## src/design/dpc_pkg.sv

```systemverilog
// Shared types and constants for the divisor prime/perfect checker.
`timescale 1ns / 1ps
package dpc_pkg;

  localparam int unsigned COUNT_OUT_W = 8;
  localparam int unsigned SUM_OUT_W   = 18;

  localparam int unsigned PRIME_DIVISORS = 2;
  localparam int unsigned COUNT_MAX      = 255;
  localparam int unsigned SUM_MAX        = 262143;

  typedef enum logic [2:0] {
    ST_IDLE,
    ST_CHECK,
    ST_DIV,
    ST_ADD_LO,
    ST_ADD_HI,
    ST_FINISH
  } state_e;

  typedef struct packed {
    logic load;       // capture value, restart trial loop
    logic div_start;  // start remainder/quotient for current trial divisor
    logic add_lo;     // account for trial divisor d
    logic add_hi;     // account for cofactor n/d, advance d
    logic out_load;   // capture result into output register
  } cmd_t;

  typedef struct packed {
    logic loop_done;  // d*d > n
    logic div_busy;
  } status_t;

endpackage

```

## src/design/dpc_if.sv

```systemverilog
// Valid/ready channel interfaces for the checker input and result.
`timescale 1ns / 1ps
interface dpc_in_if #(
  parameter int unsigned VALUE_WIDTH = 16
);
  logic                   valid;
  logic                   ready;
  logic [VALUE_WIDTH-1:0] number;

  modport source (output valid, output number, input ready);
  modport sink   (input valid, input number, output ready);
endinterface

interface dpc_out_if;
  logic        valid;
  logic        ready;
  logic        invalid;
  logic        is_prime;
  logic        is_perfect;
  logic [7:0]  divisor_count;
  logic [17:0] proper_sum;

  modport source (output valid, output invalid, output is_prime, output is_perfect,
                  output divisor_count, output proper_sum, input ready);
  modport sink   (input valid, input invalid, input is_prime, input is_perfect,
                  input divisor_count, input proper_sum, output ready);
endinterface

```

## src/design/divisor_prime_perfect_checker_top.sv

```systemverilog
// Top level of the trial-division prime and perfect number checker.
//
// Usage: one value enters on in_i (valid/ready, field number); one result
// transaction leaves on out_o with invalid, is_prime, is_perfect,
// divisor_count and proper_sum. A zero value gives invalid = 1 and zeros.
// The block works on one value at a time. Trial divisors d run while
// d*d <= n; each one passes the check step, the bit-serial divider and
// two accumulate steps. in_i.ready is high only while no value is in
// work. The result sits in an output register: if out_o.ready stays
// low, the next value may still be accepted and computed, then waits in
// the final state until the register is taken. After reset (rst_ni low,
// asynchronous) the block is idle with no result pending.
`timescale 1ns / 1ps
module divisor_prime_perfect_checker_top #(
  parameter int unsigned VALUE_WIDTH = 16
) (
  input  logic          clk_i,
  input  logic          rst_ni,
  dpc_in_if.sink        in_i,
  dpc_out_if.source     out_o
);
  import dpc_pkg::*;

  cmd_t    cmd;
  status_t status;

  dpc_ctrl u_ctrl (
    .clk_i      (clk_i),
    .rst_ni     (rst_ni),
    .in_valid_i (in_i.valid),
    .in_ready_o (in_i.ready),
    .out_valid_o(out_o.valid),
    .out_ready_i(out_o.ready),
    .status_i   (status),
    .cmd_o      (cmd)
  );

  dpc_datapath #(
    .VALUE_WIDTH(VALUE_WIDTH)
  ) u_dp (
    .clk_i          (clk_i),
    .rst_ni         (rst_ni),
    .cmd_i          (cmd),
    .status_o       (status),
    .number_i       (in_i.number),
    .invalid_o      (out_o.invalid),
    .is_prime_o     (out_o.is_prime),
    .is_perfect_o   (out_o.is_perfect),
    .divisor_count_o(out_o.divisor_count),
    .proper_sum_o   (out_o.proper_sum)
  );
endmodule

```

## src/design/dpc_divider.sv

```systemverilog
// Restoring divider: one quotient bit per cycle, quotient and remainder.
`timescale 1ns / 1ps
module dpc_divider #(
  parameter int unsigned VALUE_WIDTH = 16
) (
  input  logic                   clk_i,
  input  logic                   rst_ni,
  input  logic                   start_i,
  input  logic [VALUE_WIDTH-1:0] dividend_i,
  input  logic [VALUE_WIDTH-1:0] divisor_i,
  output logic                   busy_o,
  output logic [VALUE_WIDTH-1:0] quotient_o,
  output logic [VALUE_WIDTH-1:0] remainder_o
);
  localparam int unsigned W  = VALUE_WIDTH;
  localparam int unsigned CW = $clog2(W + 1);

  logic [CW-1:0] cnt_q, cnt_d;
  logic          busy_q, busy_d;
  logic [W-1:0]  quo_q, quo_d;
  logic [W-1:0]  rem_q, rem_d;
  logic [W-1:0]  den_q, den_d;
  logic [W:0]    shifted;
  logic [W:0]    diff;
  logic          ge;

  always_comb begin
    shifted = {rem_q, quo_q[W-1]};
    diff    = shifted - {1'b0, den_q};
    ge      = ~diff[W];
  end

  always_comb begin
    cnt_d  = cnt_q;
    busy_d = busy_q;
    quo_d  = quo_q;
    rem_d  = rem_q;
    den_d  = den_q;
    if (start_i) begin
      cnt_d  = CW'(W);
      busy_d = 1'b1;
      quo_d  = dividend_i;
      rem_d  = '0;
      den_d  = divisor_i;
    end else if (busy_q) begin
      rem_d = ge ? diff[W-1:0] : shifted[W-1:0];
      quo_d = {quo_q[W-2:0], ge};
      cnt_d = cnt_q - CW'(1);
      if (cnt_q == CW'(1)) begin
        busy_d = 1'b0;
      end
    end
  end

  always_ff @(posedge clk_i or negedge rst_ni) begin
    if (!rst_ni) begin
      busy_q <= 1'b0;
      cnt_q  <= '0;
    end else begin
      busy_q <= busy_d;
      cnt_q  <= cnt_d;
    end
  end

  always_ff @(posedge clk_i) begin
    quo_q <= quo_d;
    rem_q <= rem_d;
    den_q <= den_d;
  end

  assign busy_o      = busy_q;
  assign quotient_o  = quo_q;
  assign remainder_o = rem_q;

  a_busy_counts: assert property (@(posedge clk_i) disable iff (!rst_ni)
    busy_q |-> cnt_q != '0)
    else $error("divider busy with zero step count");
  a_start_busy: assert property (@(posedge clk_i) disable iff (!rst_ni)
    start_i |=> busy_q && cnt_q == CW'(W))
    else $error("divider did not start a full pass");
  a_last_step: assert property (@(posedge clk_i) disable iff (!rst_ni)
    (busy_q && !start_i && cnt_q == CW'(1)) |=> !busy_q)
    else $error("divider ran past its last step");
endmodule

```

## src/design/dpc_datapath.sv

```systemverilog
// Datapath: trial divisor, square tracker, divider, accumulators, result register.
`timescale 1ns / 1ps
module dpc_datapath #(
  parameter int unsigned VALUE_WIDTH = 16
) (
  input  logic                     clk_i,
  input  logic                     rst_ni,
  input  dpc_pkg::cmd_t            cmd_i,
  output dpc_pkg::status_t         status_o,
  input  logic [VALUE_WIDTH-1:0]   number_i,
  output logic                     invalid_o,
  output logic                     is_prime_o,
  output logic                     is_perfect_o,
  output logic [7:0]               divisor_count_o,
  output logic [17:0]              proper_sum_o
);
  import dpc_pkg::*;

  localparam int unsigned W      = VALUE_WIDTH;
  localparam int unsigned DW     = W / 2 + 2;
  localparam int unsigned SQW    = W + 3;
  localparam int unsigned CNT_W  = W / 2 + 2;
  localparam int unsigned SUM_W  = W + 3;
  localparam int unsigned CSAT_W = (CNT_W > COUNT_OUT_W) ? CNT_W : COUNT_OUT_W;
  localparam int unsigned SSAT_W = (SUM_W > SUM_OUT_W) ? SUM_W : SUM_OUT_W;

  logic [W-1:0]      n_q;
  logic [DW-1:0]     d_q;
  logic [SQW-1:0]    sq_q;
  logic [CNT_W-1:0]  cnt_q;
  logic [SUM_W-1:0]  sum_q;

  logic [W-1:0]      quo;
  logic [W-1:0]      rem;
  logic              div_busy;
  logic              rem_zero;
  logic              d_lt_n;
  logic              q_lt_n;
  logic              q_ne_d;
  logic [CSAT_W-1:0] cnt_ext;
  logic [SSAT_W-1:0] sum_ext;

  dpc_divider #(
    .VALUE_WIDTH(VALUE_WIDTH)
  ) u_div (
    .clk_i      (clk_i),
    .rst_ni     (rst_ni),
    .start_i    (cmd_i.div_start),
    .dividend_i (n_q),
    .divisor_i  (W'(d_q)),
    .busy_o     (div_busy),
    .quotient_o (quo),
    .remainder_o(rem)
  );

  always_comb begin
    rem_zero = (rem == '0);
    d_lt_n   = (W'(d_q) < n_q);
    q_lt_n   = (quo < n_q);
    q_ne_d   = (quo != W'(d_q));
    cnt_ext  = CSAT_W'(cnt_q);
    sum_ext  = SSAT_W'(sum_q);
  end

  assign status_o.loop_done = (sq_q > SQW'(n_q));
  assign status_o.div_busy  = div_busy;

  always_ff @(posedge clk_i) begin
    if (cmd_i.load) begin
      n_q   <= number_i;
      d_q   <= DW'(1);
      sq_q  <= SQW'(1);
      cnt_q <= '0;
      sum_q <= '0;
    end else if (cmd_i.add_lo) begin
      if (rem_zero) begin
        cnt_q <= cnt_q + CNT_W'(1);
        if (d_lt_n) begin
          sum_q <= sum_q + SUM_W'(d_q);
        end
      end
    end else if (cmd_i.add_hi) begin
      if (rem_zero && q_ne_d) begin
        cnt_q <= cnt_q + CNT_W'(1);
        if (q_lt_n) begin
          sum_q <= sum_q + SUM_W'(quo);
        end
      end
      // (d+1)^2 = d^2 + 2d + 1
      d_q  <= d_q + DW'(1);
      sq_q <= sq_q + SQW'({d_q, 1'b1});
    end
  end

  // Result register; zero input yields count 0, sum 0, so gate perfect with invalid.
  always_ff @(posedge clk_i) begin
    if (cmd_i.out_load) begin
      invalid_o    <= (n_q == '0);
      is_prime_o   <= (cnt_q == CNT_W'(PRIME_DIVISORS));
      is_perfect_o <= (n_q != '0) && (sum_q == SUM_W'(n_q));
      divisor_count_o <= (cnt_ext > CSAT_W'(COUNT_MAX)) ? COUNT_OUT_W'(COUNT_MAX)
                                                         : cnt_ext[COUNT_OUT_W-1:0];
      proper_sum_o    <= (sum_ext > SSAT_W'(SUM_MAX)) ? SUM_OUT_W'(SUM_MAX)
                                                       : sum_ext[SUM_OUT_W-1:0];
    end
  end

  a_load_no_div: assert property (@(posedge clk_i) disable iff (!rst_ni)
    cmd_i.load |-> !cmd_i.div_start && !cmd_i.add_lo && !cmd_i.add_hi)
    else $error("load overlaps loop work");
  a_start_idle: assert property (@(posedge clk_i) disable iff (!rst_ni)
    cmd_i.div_start |-> !div_busy)
    else $error("divider restarted while busy");
  a_acc_after_div: assert property (@(posedge clk_i) disable iff (!rst_ni)
    (cmd_i.add_lo || cmd_i.add_hi) |-> !div_busy)
    else $error("accumulate while divider busy");
endmodule

```

## src/design/dpc_ctrl.sv

```systemverilog
// Controller: sequences load, trial-divisor loop and result handoff.
`timescale 1ns / 1ps
module dpc_ctrl (
  input  logic              clk_i,
  input  logic              rst_ni,
  input  logic              in_valid_i,
  output logic              in_ready_o,
  output logic              out_valid_o,
  input  logic              out_ready_i,
  input  dpc_pkg::status_t  status_i,
  output dpc_pkg::cmd_t     cmd_o
);
  import dpc_pkg::*;

  state_e state_q, state_d;
  logic   out_valid_q, out_valid_d;
  logic   slot_free;

  assign slot_free = !out_valid_q || out_ready_i;

  always_comb begin
    state_d = state_q;
    unique case (state_q)
      ST_IDLE:   if (in_valid_i) state_d = ST_CHECK;
      ST_CHECK:  state_d = status_i.loop_done ? ST_FINISH : ST_DIV;
      ST_DIV:    if (!status_i.div_busy) state_d = ST_ADD_LO;
      ST_ADD_LO: state_d = ST_ADD_HI;
      ST_ADD_HI: state_d = ST_CHECK;
      ST_FINISH: if (slot_free) state_d = ST_IDLE;
      default:   state_d = ST_IDLE;
    endcase
  end

  always_comb begin
    cmd_o      = '0;
    in_ready_o = 1'b0;
    unique case (state_q)
      ST_IDLE: begin
        in_ready_o  = 1'b1;
        cmd_o.load  = in_valid_i;
      end
      ST_CHECK:  cmd_o.div_start = !status_i.loop_done;
      ST_DIV:    ;
      ST_ADD_LO: cmd_o.add_lo = 1'b1;
      ST_ADD_HI: cmd_o.add_hi = 1'b1;
      ST_FINISH: cmd_o.out_load = slot_free;
      default:   ;
    endcase
  end

  assign out_valid_d = cmd_o.out_load || (out_valid_q && !out_ready_i);
  assign out_valid_o = out_valid_q;

  always_ff @(posedge clk_i or negedge rst_ni) begin
    if (!rst_ni) begin
      state_q     <= ST_IDLE;
      out_valid_q <= 1'b0;
    end else begin
      state_q     <= state_d;
      out_valid_q <= out_valid_d;
    end
  end

  a_accept_check: assert property (@(posedge clk_i) disable iff (!rst_ni)
    (in_valid_i && in_ready_o) |=> state_q == ST_CHECK)
    else $error("accepted transaction did not start the loop");
  a_load_free: assert property (@(posedge clk_i) disable iff (!rst_ni)
    cmd_o.out_load |-> slot_free)
    else $error("result overwrote an untaken transaction");
  a_div_hold: assert property (@(posedge clk_i) disable iff (!rst_ni)
    (state_q == ST_DIV && status_i.div_busy) |=> state_q == ST_DIV)
    else $error("left divide state while divider busy");
  a_lo_hi: assert property (@(posedge clk_i) disable iff (!rst_ni)
    state_q == ST_ADD_LO |=> state_q == ST_ADD_HI)
    else $error("cofactor step skipped");
endmodule
```

## src/flat_wrapper.sv

```systemverilog
// flat-port wrapper written by rule: the top's interface ports become plain ports
module divisor_prime_perfect_checker_top_flat import dpc_pkg::*;
#(
  parameter int unsigned VALUE_WIDTH = 16
)
  (clk_i, rst_ni, in_i_valid, in_i_number, in_i_ready, out_o_valid, out_o_invalid, out_o_is_prime, out_o_is_perfect, out_o_divisor_count, out_o_proper_sum, out_o_ready);
  dpc_in_if #(.VALUE_WIDTH(VALUE_WIDTH)) in_i_i ();
  dpc_out_if out_o_i ();
  input  logic clk_i;
  input  logic rst_ni;
  input wire logic [$bits(in_i_i.valid)-1:0] in_i_valid;
  input wire logic [$bits(in_i_i.number)-1:0] in_i_number;
  output wire logic [$bits(in_i_i.ready)-1:0] in_i_ready;
  output wire logic [$bits(out_o_i.valid)-1:0] out_o_valid;
  output wire logic [$bits(out_o_i.invalid)-1:0] out_o_invalid;
  output wire logic [$bits(out_o_i.is_prime)-1:0] out_o_is_prime;
  output wire logic [$bits(out_o_i.is_perfect)-1:0] out_o_is_perfect;
  output wire logic [$bits(out_o_i.divisor_count)-1:0] out_o_divisor_count;
  output wire logic [$bits(out_o_i.proper_sum)-1:0] out_o_proper_sum;
  input wire logic [$bits(out_o_i.ready)-1:0] out_o_ready;
  assign in_i_i.valid = in_i_valid;
  assign in_i_i.number = in_i_number;
  assign in_i_ready = in_i_i.ready;
  assign out_o_valid = out_o_i.valid;
  assign out_o_invalid = out_o_i.invalid;
  assign out_o_is_prime = out_o_i.is_prime;
  assign out_o_is_perfect = out_o_i.is_perfect;
  assign out_o_divisor_count = out_o_i.divisor_count;
  assign out_o_proper_sum = out_o_i.proper_sum;
  assign out_o_i.ready = out_o_ready;
  divisor_prime_perfect_checker_top #(.VALUE_WIDTH(VALUE_WIDTH)) u_core (.clk_i(clk_i), .rst_ni(rst_ni), .in_i(in_i_i), .out_o(out_o_i));
endmodule
```

## config.mk

```make
export PLATFORM = sky130hd
export DESIGN_NAME = divisor_prime_perfect_checker_top_flat
export DESIGN_NICKNAME = d
export VERILOG_FILES = /design/src/design/dpc_pkg.sv /design/src/design/dpc_if.sv /design/src/design/divisor_prime_perfect_checker_top.sv /design/src/design/dpc_divider.sv /design/src/design/dpc_datapath.sv /design/src/design/dpc_ctrl.sv /design/src/flat_wrapper.sv
export SDC_FILE = /design/constraint.sdc
export NUM_CORES = 1
export LEC_CHECK = 0
export ABC_AREA = 1
export BUFFER_PORTS_ARGS = -buffer_cell sky130_fd_sc_hd__buf_2
export CORE_ASPECT_RATIO = 1.75
export CORE_UTILIZATION = 45
export DETAILED_ROUTE_END_ITERATION = 7
export GPL_TIMING_DRIVEN = 0
export PLACE_DENSITY = 0.62
export SYNTH_ARGS = -nofsm -noshare
export SYNTH_HDL_FRONTEND = slang
export SYNTH_SLANG_ARGS = --single-unit
```

## constraint.sdc

```tcl
create_clock -name clk_i -period 3.5 [get_ports clk_i]
set_clock_uncertainty 0.15 [all_clocks]
set_input_delay 0.7 -clock clk_i [delete_from_list [all_inputs] [get_ports clk_i]]
set_output_delay 0.7 -clock clk_i [all_outputs]
set_load 0.02 [all_outputs]
```

==> results_dict.tcl <==
set metrics [dict create \
    grt-ovfl-total 0 \
    cts_buffer_depth 2 \
    totalPowerFinal_mw 9.01 \
    wl_mm 28.7 \
    slew_headroom_pct 35.6 \
    finalHoldViolations 0 \
    io_pins 51 \
    fin_cells 1700 \
    nFillCells 2116 \
    synth_cell_types 48 \
    grt_pass1_wl_mm 45.2 \
    internal_power_mw 4.94 \
    yosysSeqAreaShare_pct 38.9 \
    die_w_um 114 \
    synth_nets 1428 \
    finalSetupViolCount 0 \
    ant_nets 0 \
    comb_power_share_pct 47.9 \
    p_switching_mw 4.07 \
    critPathMaxStageDelay_ps 580 \
    critPathKind "reg2reg" \
    syn_area_sq_um 9930 \
    cp.required_ps 3420 \
    grt_usage_pct 26.7 \
    multiInputGateArea_sq_um 5270 \
    initial_utilization_pct 46.0 \
    hpwl_mm 22.5 \
    h-tree-depth 4 \
    gp_congestion 0.928 \
    end_kind "flop" \
    grt_pass1_vias 8751 \
    core-area_sq_um 21600 \
    ys_warn_count 0 \
    max_freq_mhz 309 \
    critical-path-slowest-cell "nand2_1" \
    yosys_most_used_dff "dfxtp_1" \
    post-place-cells 1667 \
    rsz0062_at_grt "no" \
    clock_sink_count 155 \
    crit_path_max_fanout 17 \
    start_kind "flop" \
    path_common_cell "nand2_1" \
    vias 8920 \
    die_area_sq_um 22700 \
    area_growth_pct 12.6 \
    drc_errors 0 \
    arrival_ps 3160 \
    status "finished, final reports clean" \
    power_frac_seq_pct 31.8 \
    rows 71 \
    drv_slew 0 \
    numPortBuffers 50 \
    avgSynthCellArea_sq_um 7.50 \
    cap_violations 0 \
    cts_setup_buffers 0 \
    synth-async-reset-ratio_pct 6.45 \
    timing.final.crit_share_pct 92.6 \
    first_iter_violations 481 \
    drive_gt1_share_pct 9.59 \
    cts_tree "built" \
    die_h_um 198 \
    ys_seq_elements 155 \
    power_density_nw_per_um2 806 \
    finalCriticalPeriod_ps 3240 \
    final_nets 1499 \
    power_leakage_nw 5.51 \
    avgViaCountPerCell 5.25 \
    hold_path_class "in2reg" \
    cp_cell_sequence "inv_1, ha_1, a21oi_1, nor2_1, nor3_1, o21ai_0, nand2_1, nand3_1, nand2_1, nand2_2, buf_6, nand2_1" \
    cts_root_buf "clkbuf_16" \
    swShare_pct 45.2 \
    diodes 0 \
    vdd_ir_drop_max_mv 0.405 \
    clkLatencyLatePin_ps 440 \
    fin_tns_setup_ps 0 \
    routedWlPerCell_um 16.9 \
    place_area_sq_um 10600 \
    dr.pass1.iters 5 \
    regArea_sq_um 3860 \
    cts_buffers 17 \
    syn_inst 1324 \
    synth_edf_count 71 \
    grt_max_degree 27 \
    p_clk_share_pct 20.3 \
    worstMarginPinSlew_ps 965 \
    antenna_found_initial 0 \
    clkTransAtPathRegs_ps 70 \
    hold-worst-slack_ps 283 \
    stdcell_area_sq_um 11200 \
]
-- metrics by stage --
stage	setup WS [ps]	util, %
global route	31.6	51.8
detailed placement	-263	49.0
floorplan	587	-
global placement	-215	48.8
finish	259	51.8
CTS	24.4	51.7
-- flip-flops by register name, summed over array words and instances (netlist names) --
signal / cells
u_core.u_dp.is_prime_o: 1
u_core.u_dp.divisor_count_o: 8
u_core.u_dp.u_div.remainder_o: 16
u_core.u_dp.u_div.busy_o: 1
u_core.u_ctrl.state_q: 3
u_core.u_dp.u_div.den_q: 10
u_core.u_dp.invalid_o: 1
u_core.u_dp.is_perfect_o: 1
u_core.u_ctrl.out_valid_o: 1
u_core.u_dp.u_div.cnt_q: 5
u_core.u_dp.n_q: 16
u_core.u_dp.sum_ext: 19
u_core.u_dp.sq_q: 19
u_core.u_dp.proper_sum_o: 18
u_core.u_dp.d_q: 10
u_core.u_dp.cnt_ext: 10
u_core.u_dp.u_div.quotient_o: 16
-- cells in the mapped netlist, types with 2 or more instances --
cell type / n / share of area (%)
a21o_1: 8 / 0.61
buf_1: 5 / 0.19
o21ai_2: 3 / 0.26
nand3_1: 80 / 4.0
a21oi_1: 75 / 3.8
nor2_1: 140 / 5.3
buf_6: 4 / 0.45
fa_1: 3 / 0.61
buf_2: 4 / 0.20
nor3_1: 15 / 0.76
a31oi_1: 4 / 0.25
ha_1: 81 / 10
o21a_1: 5 / 0.38
o211ai_1: 5 / 0.38
clkbuf_1: 10 / 0.38
nand2_1: 348 / 13
o21ai_0: 67 / 3.4
edfxtp_1: 71 / 21
nor4_1: 8 / 0.50
dfrtp_1: 10 / 2.5
nand2_4: 2 / 0.23
nand2_2: 7 / 0.44
nand3b_1: 4 / 0.30
a221oi_1: 2 / 0.18
nor2_2: 2 / 0.13
o21bai_1: 7 / 0.53
inv_1: 170 / 6.4
nand3_2: 2 / 0.20
inv_2: 6 / 0.23
dfxtp_1: 74 / 15
nand4_1: 19 / 1.2
buf_4: 4 / 0.30
or2_2: 8 / 0.50
xor2_1: 23 / 2.0
o21ai_1: 10 / 0.50
o22ai_1: 11 / 0.69
xnor2_1: 16 / 1.4
-- area by class of cell --
| type | instances | share of cell area [%] |
|---|---|---|
| clock buffers | 18 | 3.84 |
| inverters | 177 | 5.95 |
| clock inverters | 14 | 1.24 |
| repair buffers | 52 | 2.51 |
| well taps | 292 | 3.27 |
| plain buffers | 27 | 1.41 |
| flip-flops and latches | 155 | 34.6 |
| multi-input cells | 965 | 47.2 |
-- worst paths after layout --
kind / start / end / slack (ps) / cells past startpoint
min reg2reg: u_core.u_dp.cnt_ext[8]$_SDFFE_PP0P_ / u_core.u_dp.cnt_ext[8]$_SDFFE_PP0P_ / 340 / 2
max reg2reg: u_core.u_dp.n_q[8]$_DFFE_PP_ / u_core.u_dp.u_div.quotient_o[7]$_DFFE_PP_ / 260 / 12
max: u_core.u_dp.n_q[8]$_DFFE_PP_ / u_core.u_dp.u_div.quotient_o[7]$_DFFE_PP_ / 260 / 12
min in group asynchronous: rst_ni / u_core.u_dp.u_div.busy_o$_DFF_PN0_ / 500 / 2
min: in_i_number[10] / u_core.u_dp.n_q[10]$_DFFE_PP_ / 280 / 1
max in group asynchronous: rst_ni / u_core.u_ctrl.state_q[2]$_DFFE_PN0P_ / 2510 / 2
-- power groups by stage --
stage | logic (mW) | clock network (mW) | registers [mW]
final | 4.32 | 1.83 | 2.86
after global routing | 4.93 | 1.93 | 2.92
after CTS | 4.30 | 1.86 | 2.86
after detailed placement | 4.28 | 0 | 2.89
after global placement | 4.20 | 0 | 2.90
after floorplan | 3.18 | 0 | 2.78
-- kinds of logic (layout without fill, tap and decap cells) --
family                   after synthesis  count (layout)  share of synthesized area, %
AND/OR/NAND/NOR                      641             641                          27.2
AO/OA/AOI/OAI                        201             201                          11.4
XOR/XNOR                              39              39                          3.44
buffers and inverters                204             288                          8.22
adder cells (fa/ha/maj)               84              84                          10.8
flip-flops                           155             155                          38.9
-- worst max-delay path: cells and delay by family (launching register included) --
kind                       cells  cell delay (ps)
DFF                            1              420
buffers and inverters          2              450
AOI/OAI and AO/OA              2              260
adders and majority gates      1              310
and+or+nand+nor                7             1280
-- placed cells by master, fill, tap and decap left out, types with 4 or more instances in the layout --
cell / synthesis / routed
buf_6: 4 / 4
buf_1: 5 / 4
o21ai_2: 3 / 5
a21o_1: 8 / 8
dfrtp_1: 10 / 10
xnor2_1: 16 / 16
o21ai_1: 10 / 10
o21bai_1: 7 / 7
edfxtp_1: 71 / 71
nand3b_1: 4 / 4
nand2_1: 348 / 348
ha_1: 81 / 80
inv_2: 6 / 6
nor3_1: 15 / 15
buf_2: 4 / 55
clkbuf_1: 10 / 9
o22ai_1: 11 / 11
buf_4: 4 / 5
o21a_1: 5 / 5
inv_6: 0 / 4
nand4_1: 19 / 19
o211ai_1: 5 / 5
nor4_1: 8 / 8
dfxtp_1: 74 / 74
a21oi_1: 75 / 74
or2_2: 8 / 8
inv_1: 170 / 170
o21ai_0: 67 / 65
nand3_1: 80 / 80
xor2_1: 23 / 23
nor2_1: 140 / 140
a31oi_1: 4 / 4
clkbuf_16: 0 / 17
nand2_2: 7 / 6
-- metal layers --
metal | share of wire (%) | up-vias | global-route usage (%)
met5 | 0 | - | 0
met4 | 6.5 | 0 | 17.3
met3 | 3.1 | 97 | 3.87
met2 | 55 | 222 | 51.2
met1 | 36 | 4112 | 26.1
li1 | - | 4489 | -
-- timing repair --
item	CTS	global route
hold buffers	1	0
gates resized for setup	4	7
endpoints found under the hold margin	10	0
setup endpoints to repair	3	3
pin swaps	0	1
Power figures use the tool's default switching activity.
